--- config.mk ---
export PLATFORM = sky130hd
export DESIGN_NAME = image_resource_block_parser_unit
export DESIGN_NICKNAME = d
export VERILOG_FILES = /design/src/irbp_pkg.sv /design/src/irbp_fifo.sv /design/src/irbp_engine.sv /design/src/image_resource_block_parser_unit.sv
export SDC_FILE = /design/constraint.sdc
export NUM_CORES = 2
export LEC_CHECK = 0
export ABC_CLOCK_PERIOD_IN_PS = 32500
export BUFFER_PORTS_ARGS = -buffer_cell sky130_fd_sc_hd__buf_2
export CORE_ASPECT_RATIO = 0.8
export CORE_MARGIN = 4
export CORE_UTILIZATION = 65
export DETAILED_ROUTE_END_ITERATION = 8
export PLACE_DENSITY = 0.82
export SYNTH_ARGS = -nofsm -noshare
export SYNTH_HDL_FRONTEND = slang
export SYNTH_SLANG_ARGS = --single-unit
--- constraint.sdc ---
create_clock -name clk_i -period 32.5 [get_ports clk_i]
set_input_delay 8.125 -clock clk_i [delete_from_list [all_inputs] [get_ports clk_i]]
set_output_delay 8.125 -clock clk_i [all_outputs]
set_load 0.02 [all_outputs]
--- src/irbp_pkg.sv ---
// package for the image resource block parser
// status codes, constants and the result record shared by the engine, top level and testbench
package irbp_pkg;

  localparam logic [31:0] SigWord = 32'h3842494D;
  localparam logic [16:0] MaxCountReset = 17'h10000;
  localparam logic [31:0] MaxBlockReset = 32'h0400_0000;
  localparam logic [31:0] MaxSingleReset = 32'h0200_0000;
  localparam int unsigned DefLengthWidth = 32;
  localparam int unsigned QueueDepth = 2;

  typedef enum logic [1:0] {
    ST_OK = 2'd0,
    ST_MALFORMED = 2'd1,
    ST_UNSUPPORTED = 2'd2,
    ST_LIMIT = 2'd3
  } status_e;

  typedef enum logic [1:0] {
    REG_MAX_COUNT = 2'd0,
    REG_MAX_BLOCK = 2'd1,
    REG_MAX_SINGLE = 2'd2
  } reg_idx_e;

  // one byte transaction passed from the front part to the back part
  typedef struct packed {
    logic        block_start;
    logic [7:0]  in_byte;
    logic [31:0] block_size;
  } item_t;

  typedef struct packed {
    logic        data_valid;
    logic [7:0]  out_byte;
    logic [15:0] rsrc_id;
    logic [15:0] resource_index;
    logic [31:0] byte_offset;
    logic        resource_end;
    logic        block_done;
    logic [1:0]  status;
    logic [16:0] resources_done;
  } result_t;

endpackage

--- src/irbp_fifo.sv ---
// small register queue used between stages and at the result side
// depends on irbp_pkg only through the caller's type width
module irbp_fifo #(
  parameter int unsigned Width = 8,
  parameter int unsigned Depth = 2
) (
  input  logic             clk_i,
  input  logic             rst_ni,
  input  logic             push_i,
  input  logic [Width-1:0] data_i,
  output logic             full_o,
  input  logic             pop_i,
  output logic [Width-1:0] data_o,
  output logic             empty_o
);
  localparam int unsigned Aw = (Depth > 1) ? $clog2(Depth) : 1;
  logic [Width-1:0] mem_q [Depth];
  logic [Aw-1:0] wr_q, rd_q;
  logic [Aw:0] cnt_q;
  logic do_push, do_pop;

  assign full_o  = (cnt_q == (Aw+1)'(Depth));
  assign empty_o = (cnt_q == '0);
  assign do_push = push_i && !full_o;
  assign do_pop  = pop_i && !empty_o;
  assign data_o  = mem_q[rd_q];

  always_ff @(posedge clk_i or negedge rst_ni) begin
    if (!rst_ni) begin
      wr_q <= '0;
      rd_q <= '0;
      cnt_q <= '0;
    end else begin
      if (do_push) wr_q <= (wr_q == Aw'(Depth-1)) ? '0 : wr_q + 1'b1;
      if (do_pop) rd_q <= (rd_q == Aw'(Depth-1)) ? '0 : rd_q + 1'b1;
      cnt_q <= cnt_q + (Aw+1)'(do_push) - (Aw+1)'(do_pop);
    end
  end

  always_ff @(posedge clk_i) begin
    if (do_push) mem_q[wr_q] <= data_i;
  end
endmodule

--- src/irbp_engine.sv ---
// back part: resource field state machine, limits and result generation
// depends on irbp_pkg
module irbp_engine import irbp_pkg::*; #(
  parameter int unsigned LengthWidth = DefLengthWidth
) (
  input  logic        clk_i,
  input  logic        rst_ni,
  input  logic        valid_i,
  input  item_t       item_i,
  output logic        ready_o,
  output logic        res_valid_o,
  output result_t     res_o,
  input  logic        res_full_i,
  input  logic [16:0] max_count_i,
  input  logic [31:0] max_block_i,
  input  logic [31:0] max_single_i
);
  typedef enum logic [3:0] {
    PH_IDLE, PH_NEXT, PH_SIG, PH_TRAIL, PH_SKIP, PH_ID, PH_NAMELEN,
    PH_NAME, PH_LEN, PH_DATA, PH_PAD
  } phase_e;

  phase_e phase_q, phase_d;
  logic [31:0] pos_q, pos_d, size_q, size_d, left_q, left_d, len_q, len_d;
  logic [31:0] off_q, off_d, sig_q, sig_d;
  logic [15:0] id_q, id_d;
  logic [16:0] cnt_q, cnt_d;
  logic [32:0] tot_q, tot_d;
  logic zero_q, zero_d;

  logic go, last, emit;
  result_t r;
  logic [7:0] b;
  logic [31:0] rem, len_new, name_tot;
  logic [32:0] padded, tot_new;

  assign ready_o = !res_full_i;
  assign go = valid_i && ready_o;
  assign b = item_i.in_byte;
  assign res_valid_o = go && emit;
  assign res_o = r;

  always_comb begin
    phase_d = phase_q; pos_d = pos_q; size_d = size_q; left_d = left_q;
    len_d = len_q; off_d = off_q; sig_d = sig_q; id_d = id_q;
    cnt_d = cnt_q; tot_d = tot_q; zero_d = zero_q;
    emit = 1'b0;
    r = '0;
    last = 1'b0;
    rem = '0; len_new = '0; name_tot = '0; padded = '0; tot_new = '0;
    if (item_i.block_start) begin
      size_d = item_i.block_size;
      pos_d = '0; left_d = 32'd4; id_d = '0; len_d = '0; off_d = '0;
      cnt_d = '0; tot_d = '0; sig_d = '0; zero_d = 1'b1;
      phase_d = PH_SIG;
    end else begin
      pos_d = pos_q + 32'd1;
    end
    last = pos_d >= size_d - 32'd1;
    rem = size_d - pos_d;
    if (item_i.block_start && item_i.block_size < 32'd4) begin
      emit = 1'b1; r.block_done = 1'b1; r.status = ST_UNSUPPORTED;
      phase_d = PH_IDLE;
    end else if (!item_i.block_start && phase_q == PH_IDLE) begin
      pos_d = pos_q;
    end else begin
      if (phase_d == PH_NEXT) begin
        if (cnt_d >= max_count_i) begin
          emit = 1'b1; r.block_done = 1'b1; r.status = ST_LIMIT;
          phase_d = PH_IDLE;
        end else if (rem < 32'd4) begin
          if (last) begin
            emit = 1'b1; r.block_done = 1'b1; r.status = ST_OK;
            phase_d = PH_IDLE;
          end else phase_d = PH_SKIP;
        end else begin
          sig_d = '0; zero_d = 1'b1; left_d = 32'd4; phase_d = PH_SIG;
        end
      end
      if (!emit) begin
        case (phase_d)
          PH_SIG: begin
            if (!(phase_q == PH_NEXT && phase_d == PH_SKIP)) begin
              sig_d = {sig_d[23:0], b};
              if (b != 8'd0) zero_d = 1'b0;
              left_d = left_d - 32'd1;
              if (left_d == 32'd0) begin
                emit = 1'b1; r.block_done = 1'b1;
                if (pos_d == 32'd3 && sig_d != SigWord) r.status = ST_UNSUPPORTED;
                else if (pos_d == 32'd3 && max_block_i != '0 && size_d > max_block_i)
                  r.status = ST_LIMIT;
                else if (pos_d == 32'd3 && cnt_d >= max_count_i) r.status = ST_LIMIT;
                else if (pos_d != 32'd3 && sig_d != SigWord) begin
                  if (!zero_d) r.status = ST_MALFORMED;
                  else if (last) r.status = ST_OK;
                  else begin emit = 1'b0; r = '0; phase_d = PH_TRAIL; end
                end else if (last) r.status = ST_MALFORMED;
                else begin
                  emit = 1'b0; r = '0;
                  phase_d = PH_ID; left_d = 32'd2; id_d = '0;
                end
                if (emit) phase_d = PH_IDLE;
              end
            end
          end
          PH_TRAIL: begin
            if (b != 8'd0 || last) begin
              emit = 1'b1; r.block_done = 1'b1;
              r.status = (b != 8'd0) ? ST_MALFORMED : ST_OK;
              phase_d = PH_IDLE;
            end
          end
          PH_SKIP: begin
            if (phase_q == PH_SKIP && last) begin
              emit = 1'b1; r.block_done = 1'b1; r.status = ST_OK;
              phase_d = PH_IDLE;
            end
          end
          PH_ID: begin
            id_d = {id_q[7:0], b};
            left_d = left_q - 32'd1;
            if (last) begin
              emit = 1'b1; r.block_done = 1'b1; r.status = ST_MALFORMED;
              phase_d = PH_IDLE;
            end else if (left_d == 32'd0) phase_d = PH_NAMELEN;
          end
          PH_NAMELEN: begin
            name_tot = {23'd0, 9'({1'b0, b} + 9'd2) & 9'h1FE};
            if (name_tot > rem) begin
              emit = 1'b1; r.block_done = 1'b1; r.status = ST_MALFORMED;
              phase_d = PH_IDLE;
            end else begin
              left_d = name_tot - 32'd1; phase_d = PH_NAME;
            end
          end
          PH_NAME: begin
            left_d = left_q - 32'd1;
            if (last) begin
              emit = 1'b1; r.block_done = 1'b1; r.status = ST_MALFORMED;
              phase_d = PH_IDLE;
            end else if (left_d == 32'd0) begin
              phase_d = PH_LEN; left_d = 32'd4; len_d = '0;
            end
          end
          PH_LEN: begin
            len_new = {len_q[23:0], b};
            len_d = len_new;
            left_d = left_q - 32'd1;
            padded = ({1'b0, len_new} + 33'd1) & ~33'd1;
            tot_new = tot_q + {1'b0, len_new};
            if (left_d != 32'd0) begin
              if (last) begin
                emit = 1'b1; r.block_done = 1'b1; r.status = ST_MALFORMED;
                phase_d = PH_IDLE;
              end
            end else if (len_new > max_single_i) begin
              emit = 1'b1; r.block_done = 1'b1; r.status = ST_LIMIT;
              phase_d = PH_IDLE;
            end else if (padded > {1'b0, rem - 32'd1}) begin
              emit = 1'b1; r.block_done = 1'b1; r.status = ST_MALFORMED;
              phase_d = PH_IDLE;
            end else if ((max_block_i != '0 && tot_new > {1'b0, max_block_i}) ||
                         (LengthWidth < 32 && (len_new >> LengthWidth) != '0)) begin
              tot_d = tot_new;
              emit = 1'b1; r.block_done = 1'b1; r.status = ST_LIMIT;
              phase_d = PH_IDLE;
            end else begin
              tot_d = tot_new;
              if (len_new == '0) begin
                emit = 1'b1;
                r.rsrc_id = id_q; r.resource_index = cnt_q[15:0];
                r.resource_end = 1'b1; r.block_done = last; r.status = ST_OK;
                cnt_d = cnt_q + 17'd1;
                phase_d = last ? PH_IDLE : PH_NEXT;
              end else begin
                off_d = '0; phase_d = PH_DATA;
              end
            end
          end
          PH_DATA: begin
            emit = 1'b1;
            r.data_valid = 1'b1; r.out_byte = b;
            r.rsrc_id = id_q; r.resource_index = cnt_q[15:0];
            r.byte_offset = off_q;
            r.resource_end = (off_q == len_q - 32'd1);
            r.block_done = last; r.status = ST_OK;
            if (r.resource_end) begin
              cnt_d = cnt_q + 17'd1;
              phase_d = len_q[0] ? PH_PAD : PH_NEXT;
            end
            off_d = off_q + 32'd1;
            if (last) phase_d = PH_IDLE;
          end
          PH_PAD: begin
            if (last) begin
              emit = 1'b1; r.block_done = 1'b1; r.status = ST_OK;
              phase_d = PH_IDLE;
            end else phase_d = PH_NEXT;
          end
          default: phase_d = PH_IDLE;
        endcase
      end
    end
    r.resources_done = cnt_d;
  end

  always_ff @(posedge clk_i or negedge rst_ni) begin
    if (!rst_ni) begin
      phase_q <= PH_IDLE;
      pos_q <= '0; size_q <= '0; left_q <= '0; len_q <= '0; off_q <= '0;
      sig_q <= '0; id_q <= '0; cnt_q <= '0; tot_q <= '0; zero_q <= 1'b1;
    end else if (go) begin
      phase_q <= phase_d;
      pos_q <= pos_d; size_q <= size_d; left_q <= left_d; len_q <= len_d;
      off_q <= off_d; sig_q <= sig_d; id_q <= id_d; cnt_q <= cnt_d;
      tot_q <= tot_d; zero_q <= zero_d;
    end
  end
endmodule

--- src/image_resource_block_parser_unit.sv ---
// channel  | direction | handshake
// input    | in        | push / full
// result   | out       | pop / empty
// config   | in        | cfg_we_i, cfg_idx_i, cfg_data_i
// one byte per cycle sustained; the field state machine in the engine takes
// one byte each cycle while the result queue is not full. a two-entry queue
// separates intake from the engine and a two-entry queue holds results; a
// stalled pop backs up into full.
// reset clears control state and loads register defaults.
// top level: intake queue, parser engine, result queue; depends on irbp_pkg
module image_resource_block_parser_unit import irbp_pkg::*; #(
  parameter int unsigned LengthWidth = DefLengthWidth
) (
  input  logic        clk_i,
  input  logic        rst_ni,
  input  logic        push,
  output logic        full,
  input  logic        block_start_i,
  input  logic [7:0]  in_byte_i,
  input  logic [31:0] block_size_i,
  output logic        empty,
  input  logic        pop,
  output logic        data_valid_o,
  output logic [7:0]  out_byte_o,
  output logic [15:0] rsrc_id_o,
  output logic [15:0] resource_index_o,
  output logic [31:0] byte_offset_o,
  output logic        resource_end_o,
  output logic        block_done_o,
  output logic [1:0]  status_o,
  output logic [16:0] resources_done_o,
  input  logic        cfg_we_i,
  input  logic [1:0]  cfg_idx_i,
  input  logic [31:0] cfg_data_i
);
  logic [16:0] max_count_q;
  logic [31:0] max_block_q, max_single_q;
  item_t in_item, q_item;
  logic q_empty, eng_ready, res_valid, res_full;
  result_t res, out_res;

  always_ff @(posedge clk_i or negedge rst_ni) begin
    if (!rst_ni) begin
      max_count_q <= MaxCountReset;
      max_block_q <= MaxBlockReset;
      max_single_q <= MaxSingleReset;
    end else if (cfg_we_i) begin
      case (cfg_idx_i)
        REG_MAX_COUNT: max_count_q <= cfg_data_i[16:0];
        REG_MAX_BLOCK: max_block_q <= cfg_data_i;
        REG_MAX_SINGLE: max_single_q <= cfg_data_i;
        default: ;
      endcase
    end
  end

  assign in_item = '{block_start: block_start_i, in_byte: in_byte_i,
                     block_size: block_size_i};

  irbp_fifo #(.Width($bits(item_t)), .Depth(QueueDepth)) u_in_q (
    .clk_i, .rst_ni, .push_i(push), .data_i(in_item), .full_o(full),
    .pop_i(eng_ready), .data_o(q_item), .empty_o(q_empty)
  );

  irbp_engine #(.LengthWidth(LengthWidth)) u_engine (
    .clk_i, .rst_ni, .valid_i(!q_empty), .item_i(q_item), .ready_o(eng_ready),
    .res_valid_o(res_valid), .res_o(res), .res_full_i(res_full),
    .max_count_i(max_count_q), .max_block_i(max_block_q),
    .max_single_i(max_single_q)
  );

  irbp_fifo #(.Width($bits(result_t)), .Depth(QueueDepth)) u_out_q (
    .clk_i, .rst_ni, .push_i(res_valid), .data_i(res), .full_o(res_full),
    .pop_i(pop), .data_o(out_res), .empty_o(empty)
  );

  assign data_valid_o = out_res.data_valid;
  assign out_byte_o = out_res.out_byte;
  assign rsrc_id_o = out_res.rsrc_id;
  assign resource_index_o = out_res.resource_index;
  assign byte_offset_o = out_res.byte_offset;
  assign resource_end_o = out_res.resource_end;
  assign block_done_o = out_res.block_done;
  assign status_o = out_res.status;
  assign resources_done_o = out_res.resources_done;

  a_status_only_done: assert property (@(posedge clk_i) disable iff (!rst_ni)
    (!empty && !block_done_o) |-> status_o == ST_OK) else $error("status without done");
  a_no_push_full: assert property (@(posedge clk_i) disable iff (!rst_ni)
    res_valid |-> !res_full) else $error("result lost");
  a_data_tagged: assert property (@(posedge clk_i) disable iff (!rst_ni)
    (!empty && !data_valid_o) |-> out_byte_o == 8'd0) else $error("stray byte");
endmodule

Yosys cells after proc, flatten, opt, wreduce, memory -nomap -nowiden
Memories as Yosys holds them, arrays and structs flattened.
Cells that the tools add are included.
{"block": "word_totals", "ff_bits": 352, "mem_bits_rw": 270, "in_bits": 80, "output_inout_bits": 96, "word_cells": 336, "memories": 2}
{"block": "classes", "addsub": 21, "magnitude_cmp": 9, "n_eq_ne": 21, "mux": 225, "reduce_logical": 38}
{"memory": "u_out_q.mem_q", "words": 2, "width": 94, "rd": 1, "rd_clocked_by_memory_dff": 0, "wr": 1, "line": "irbp_fifo.sv:17", "source": "logic [Width-1:0] mem_q [Depth];"}
{"memory": "u_in_q.mem_q", "words": 2, "width": 41, "rd": 1, "rd_clocked_by_memory_dff": 0, "wr": 1, "line": "irbp_fifo.sv:17"}
{"operator": "$mux W32", "n": 54}
{"operator": "$mux W94", "n": 4}
{"operator": "$mux W33", "n": 8}
{"operator": "$mux W17", "n": 14}
{"operator": "$mux W75", "n": 3}
{"operator": "$pmux W32 S2", "n": 3}
{"operator": "$mux W16", "n": 11}
{"operator": "$sub A32 B1 Y32 const B", "n": 5}
{"operator": "$mux W4", "n": 34}
{"operator": "$pmux W32 S4", "n": 1}
{"operator": "$logic_not A32 Y1", "n": 3}
{"operator": "$pmux W32 S3", "n": 1}
{"operator": "$mux W74", "n": 1}
{"operator": "$gt A33 B32 Y1", "n": 2}
{"operator": "$add A32 B1 Y32 const B", "n": 2}
{"operator": "$gt A32 B32 Y1", "n": 2}
{"operator": "$lt A32 B3 Y1 const B", "n": 2}
{"operator": "$reduce_bool A32 Y1", "n": 2}
{"operator": "$mux W1", "n": 63}
{"operator": "$mux W3", "n": 17}
{"operator": "$pmux W4 S9", "n": 1}
{"operator": "$pmux W17 S2", "n": 1}
{"operator": "$add A32 B1 Y33 const B", "n": 1}
{"operator": "$add A33 B32 Y33", "n": 1}
{"operator": "other kinds (37)", "n": 78}

Depth between registers and ports, before layout
An unclocked memory read counts as a cell.
{"block": "depth", "word_depth": 38, "ltp_mapped": 44, "depth_no_buf": 34}

Modules after synthesis
A second synthesis with hierarchy kept.
{"block": "hier_totals", "cells_unflattened": 4141, "hier_area_um2": 40581.4}
{"module": "irbp_engine", "n_inst": 1, "cells_each": 3511, "area_each_um2": 27005.9}
{"module": "irbp_fifo at u_out_q", "n_inst": 1, "cells_each": 311, "area_each_um2": 7191.9}
{"module": "irbp_fifo at u_in_q", "n_inst": 1, "cells_each": 146, "area_each_um2": 3362.0}
{"module": "image_resource_block_parser_unit", "n_inst": 1, "cells_each": 173, "area_each_um2": 3021.6}

Worst setup path after synthesis
Ideal clock, no wire load.
{"block": "synth_path", "path_kind": "register -> register", "start": "mem u_in_q.mem_q[1][40] (netlist bit)", "end": "mem u_out_q.mem_q[0][0] (netlist bit) (enable)", "t_arrival_ps": 13632, "slack_ps": 18309, "stages_incl_launch_ff": 43, "n_path_buf": 14, "synth_period_minus_slack_ps": 14191, "cell_sequence": "edfxtp_1 > clkbuf_1 > mux2i_1 > clkbuf_1 > clkbuf_1 > clkbuf_1 > clkbuf_1 > clkbuf_1 > buf_1 > clkbuf_1 > clkbuf_1 > o21ai_0 > ha_1 > a21o_1 > or3_1 > o21ai_2 > o31ai_1 > nor2_1 > [7 not listed] > buf_2 > nand2_1 > ha_1 > clkbuf_1 > and3_1 > nand2_1 > xnor2_1 > or4_1 > nor4_1 > nand4_1 > nand3b_1 > mux2i_1 > or2_2 > clkbuf_1 > a31oi_1 > o2111ai_1 > o21a_1 > nor2b_1"}
{"block": "synth_between", "elab_chain_len": 34, "word_cells_on_any_way": 102, "cone_classes": "add/sub: 4; order compare: 6; eq/ne: 13; mux: 63; reduce/logical: 15; memory: 1"}
{"item": "start, declared", "line": "irbp_fifo.sv:17"}
{"item": "$mem_v2 Z2 W41 (*)"}
{"item": "$mux W32", "line": "irbp_engine.sv:51", "source": "if (item_i.block_start) begin"}
{"item": "$sub A32 B32 Y32", "line": "irbp_engine.sv:60", "source": "rem = size_d - pos_d;"}
{"item": "$lt A32 B3 Y1", "line": "irbp_engine.sv:71", "source": "end else if (rem < 32'd4) begin"}
{"item": "$mux W1", "line": "irbp_engine.sv:71"}
{"item": "$mux W1", "line": "irbp_engine.sv:68", "source": "if (cnt_d >= max_count_i) begin"}
{"item": "$mux W1", "line": "irbp_engine.sv:67", "source": "if (phase_d == PH_NEXT) begin"}
{"item": "$mux W1", "line": "irbp_engine.sv:85", "source": "if (b != 8'd0) zero_d = 1'b0;"}
{"item": "[18 not listed]"}
{"item": "$pmux W1 S7", "line": "irbp_engine.sv:81", "source": "case (phase_d)"}
{"item": "$mux W1", "line": "irbp_engine.sv:80", "source": "if (!emit) begin"}
{"item": "$mux W1", "line": "irbp_engine.sv:64", "source": "end else if (!item_i.block_start && phase_q == PH_IDLE) begin"}
{"item": "$mux W1 (*)", "line": "irbp_engine.sv:61", "source": "if (item_i.block_start && item_i.block_size < 32'd4) begin"}
{"item": "$logic_and A1 B1 Y1 (*)", "line": "irbp_engine.sv:40", "source": "assign res_valid_o = go && emit;"}
{"item": "$logic_and A1 B1 Y1 (*)", "line": "irbp_fifo.sv:24", "source": "assign do_push = push_i && !full_o;"}
{"item": "$mux W1 (*)", "line": "irbp_fifo.sv:41", "source": "if (do_push) mem_q[wr_q] <= data_i;"}
{"item": "$mux W1 (not written as such) (*)", "line": "irbp_fifo.sv:41"}
{"item": "end, declared", "line": "irbp_fifo.sv:17"}
Mark *: on every way between the ends. The rest lies on a longest branch, timed or not. The select of a mux whose other input is x is not followed.

Worst setup path in the final report
{"block": "layout_path", "start": "reg u_in_q.rd_q", "end": "mem u_out_q.mem_q[1][21] (netlist bit) (enable)"}
{"block": "layout_between", "elab_chain_len": 34, "word_cells_on_any_way": 113, "cone_classes": "add/sub: 7; order compare: 9; eq/ne: 13; mux: 65; reduce/logical: 18; memory: 1"}
{"item": "start, declared", "line": "irbp_fifo.sv:18", "source": "logic [Aw-1:0] wr_q, rd_q;"}
{"item": "start signal, assigned", "line": "irbp_fifo.sv:35", "source": "if (do_pop) rd_q <= (rd_q == Aw'(Depth-1)) ? '0 : rd_q + 1'b1;"}
{"item": "$mem_v2 Z2 W41 (*)"}
{"item": "$mux W32", "line": "irbp_engine.sv:51"}
{"item": "$sub A32 B32 Y32", "line": "irbp_engine.sv:60"}
{"item": "$lt A32 B3 Y1", "line": "irbp_engine.sv:71"}
{"item": "$mux W1", "line": "irbp_engine.sv:71"}
{"item": "$mux W1", "line": "irbp_engine.sv:68"}
{"item": "$mux W1", "line": "irbp_engine.sv:67"}
{"item": "$mux W1", "line": "irbp_engine.sv:85"}
{"item": "[18 not listed]"}
{"item": "$pmux W1 S7", "line": "irbp_engine.sv:81"}
{"item": "$mux W1", "line": "irbp_engine.sv:80"}
{"item": "$mux W1", "line": "irbp_engine.sv:64"}
{"item": "$mux W1 (*)", "line": "irbp_engine.sv:61"}
{"item": "$logic_and A1 B1 Y1 (*)", "line": "irbp_engine.sv:40"}
{"item": "$logic_and A1 B1 Y1 (*)", "line": "irbp_fifo.sv:24"}
{"item": "$mux W1 (*)", "line": "irbp_fifo.sv:41"}
{"item": "$mux W1 (not written as such) (*)", "line": "irbp_fifo.sv:41"}
Marks and branches as above.

==> impl_metrics.py <==
metrics = {
    "route": {
        "first_iter_violations": 4218,
        "first_pass_iters": 6,
        "drc": 0,
        "ant_nets": 0,
        "viasPerCell": 6.63,
        "wirelength_mm": 119,
        "wire_per_inst_microns": 23.2,
        "via_count": 34100,
    },
    "setup_path": {
        "path_max_fanout": 70,
        "cp-startpoint": "u_in_q.rd_q",
        "r2r_cells": 32,
        "startpoint_type": "flip-flop",
        "r2r-start": "u_in_q.rd_q",
        "critPathKind": "reg -> reg",
        "slowest_delay_ns": 0.73,
        "critPathMostFrequentCell": "buf_4",
        "crit_slowest_cell": "buf_4",
        "cp.arrival_ns": 11.88,
        "critical_path_required_ns": 32.74,
        "crit_path_end_kind": "flip-flop",
    },
    "run": {
        "drv_cap": 0,
    },
    "cts": {
        "cts_buffers": 58,
        "cts_hold_buf": 0,
        "cts_resized": 0,
        "h-tree-depth": 2,
        "clkTransAtPathRegs_ns": 0.06,
        "clk_latency_ns": 0.67,
        "cts_setup_buffers": 0,
        "cts_tree": "built",
        "root_buffer": "clkbuf_16",
        "cts_num_sinks": 614,
        "clk_path_buf_depth": 3,
    },
    "floorplanning": {
        "die_h_microns": 230,
        "core_area_sq_um": 60200,
        "start_util_pct": 66.3,
        "rows": 80,
        "die_area_sq_um": 65400,
        "die-width_microns": 285,
        "io_pins": 176,
    },
    "synthesis": {
        "synth_most_common_cell": "nand2_1",
        "ys.flop_type": "dfrtp_1",
        "synth_nets": 4525,
        "syn_inst": 4176,
        "yosysUniqueCellTypes": 102,
        "async_flop_share_pct": 56.0,
        "synth_edf_count": 270,
        "synth_commonest_cells": "nand2_1, dfrtp_1, edfxtp_1",
        "yosys.area.top_type": "dfrtp_1",
        "syn_avg_cell_area_sq_um": 9.55,
        "ys_warn_count": 0,
        "seq_area_frac_synth_pct": 41.9,
        "ys_seq_elements": 614,
        "synth_area_sq_um": 39900,
        "synthTopCellsByArea": "dfrtp_1, edfxtp_1, ha_1",
        "synth.top_cell.area_share_pct": 21.3,
    },
    "sta": {
        "worst_slew_pin_slew_ns": 1.25,
        "hold_viol": 0,
        "hold_slack_ns": 0.481,
        "max_freq_mhz": 86.0,
        "tns_ns": 0,
        "finalSetupViolations": 0,
        "fin_skew_ns": 0.0581,
        "grt_setup_unrepaired": "false",
        "drv_slew": 0,
        "fin_crit_sh_pct": 35.8,
        "slew_headroom_pct": 16.7,
        "period_needed_ns": 11.63,
    },
    "cells_and_area": {
        "nFillCells": 4356,
        "largest_register_ffs": 188,
        "drive_gt1_share_pct": 13.9,
        "num_antenna_cells": 0,
        "regMostFlops": "u_out_q.mem_q",
        "nNetsFinal": 4623,
        "biggestRegsByFlops": "u_out_q.mem_q (188), u_in_q.mem_q (82), u_engine.tot_q (33)",
        "utilization_pct": 72.5,
        "synthToLayoutAreaGrowth_pct": 9.34,
        "instances_no_fill": 5143,
    },
    "grt": {
        "use_met1_pct": 51.5,
        "grt_first_pass_wirelength_mm": 183,
        "overflow": 0,
        "antenna_found_initial": 1,
        "grt_use_met3_pct": 7.53,
        "grt_busiest_layer": "met2",
        "grt_max_degree": 115,
        "grt_pass1_vias": 32100,
        "grtUsageMet2_pct": 52.8,
        "grt_usage_pct": 35.3,
    },
    "power": {
        "p_comb_share_pct": 52.7,
        "power.switching_mw": 1.73,
        "clockPowerShare_pct": 18.8,
        "switching_share_pct": 45.6,
        "p_int_mw": 2.06,
        "powerDensity_nw_per_um2": 87.0,
        "pwr-share-seq_pct": 28.4,
        "p_leak_nw": 19.4,
        "ir_drop_mv": 0.0827,
    },
    "place": {
        "portBuffers": 175,
        "dp.cells": 5034,
        "hpwlAfterDp_mm": 87.1,
        "gp_congestion": 1.01,
    },
    "outcome": {
        "status": "completed",
    },
    "hold_path": {
        "min_path_type": "reg -> reg",
        "min_from": "u_engine.size_q[11]",
        "hold_path_depth": 2,
    },
}
cells in the final DEF (no fill, tap or decap), drive strengths merged, types with 168 or more instances in the layout:
cell type | synthesis | routed
dfrtp | 340 | 340
inv | 203 | 209
mux2 | 168 | 168
a21oi | 193 | 193
o21ai | 291 | 291
edfxtp | 270 | 270
ha | 267 | 267
nor2 | 249 | 249
xnor2 | 174 | 174
buf | 54 | 250
nand2 | 446 | 446
kinds of logic (layout without fill, tap and decap cells):
family          Yosys count  count (layout)  share of synthesized area (%)
simple gates           1428            1428                           17.8
compound gates          980             980                           16.3
flops                   614             614                           41.9
buf+inv                 416             563                           4.01
fa+ha+maj               269             269                           8.47
xor+xnor                256             256                           5.62
mux                     213             213                           5.87
layer usage:
metal / wire, microns / share of wire (%) / up-vias
met5: 0 / 0 / -
met4: 4610 / 3.9 / 0
met3: 13400 / 11 / 322
met2: 51200 / 43 / 1982
met1: 50100 / 42 / 16300
li1: - / - / 15500
power by group through the flow:
stage | clock (mW) | sequential [mW] | combinational [mW]
floorplan | 0 | 1.03 | 1.43
CTS | 0.722 | 1.07 | 1.95
global route | 0.757 | 1.09 | 2.18
finish | 0.716 | 1.08 | 2.00
global placement | 0 | 1.08 | 1.90
detailed placement | 0 | 1.08 | 1.94
stage by stage:
stage | power [mW] | instance area (sq um) | setup slack [ns]
2_1_floorplan | 2.45 | 39900 | 18.31
3_3_place_gp | 2.98 | 41600 | 21.20
3_5_place_dp | 3.02 | 41600 | 21.12
4_1_cts | 3.74 | 43600 | 20.98
5_1_grt | 4.02 | 43600 | 20.21
6_report | 3.80 | 43600 | 20.87
critical path, delay by kind of cell (launching register included):
family	cells	cell delay, ns
buffers and inverters	4	2.47
multiplexers	3	1.04
XOR/XNOR	1	0.08
flip-flops	1	0.34
AND/OR/NAND/NOR	13	3.84
adder cells (fa/ha/maj)	2	0.82
AO/OA/AOI/OAI	9	2.50
final cells by class:
type | instances | area, sq um | share of cell area [%]
clock buffer | 70 | 1560 | 3.57
clock inverter | 39 | 458 | 1.05
tap | 820 | 1030 | 2.35
timing repair buffer | 250 | 1450 | 3.32
multi-input combinational | 3146 | 21600 | 49.6
inverter | 204 | 766 | 1.76
sequential | 614 | 16700 | 38.3
worst paths after layout:
path	end	slack, ns
worst max-delay path	u_out_q.mem_q[1][21]	20.87
worst max register to register	u_out_q.mem_q[1][21]	20.87
worst min register to register	u_engine.size_q[11]	0.48
worst min-delay path	u_engine.size_q[11]	0.48
min in group asynchronous	max_single_q[26]	7.52
max in group asynchronous	u_out_q.rd_q	21.95
(Power assumes the default switching activity.)
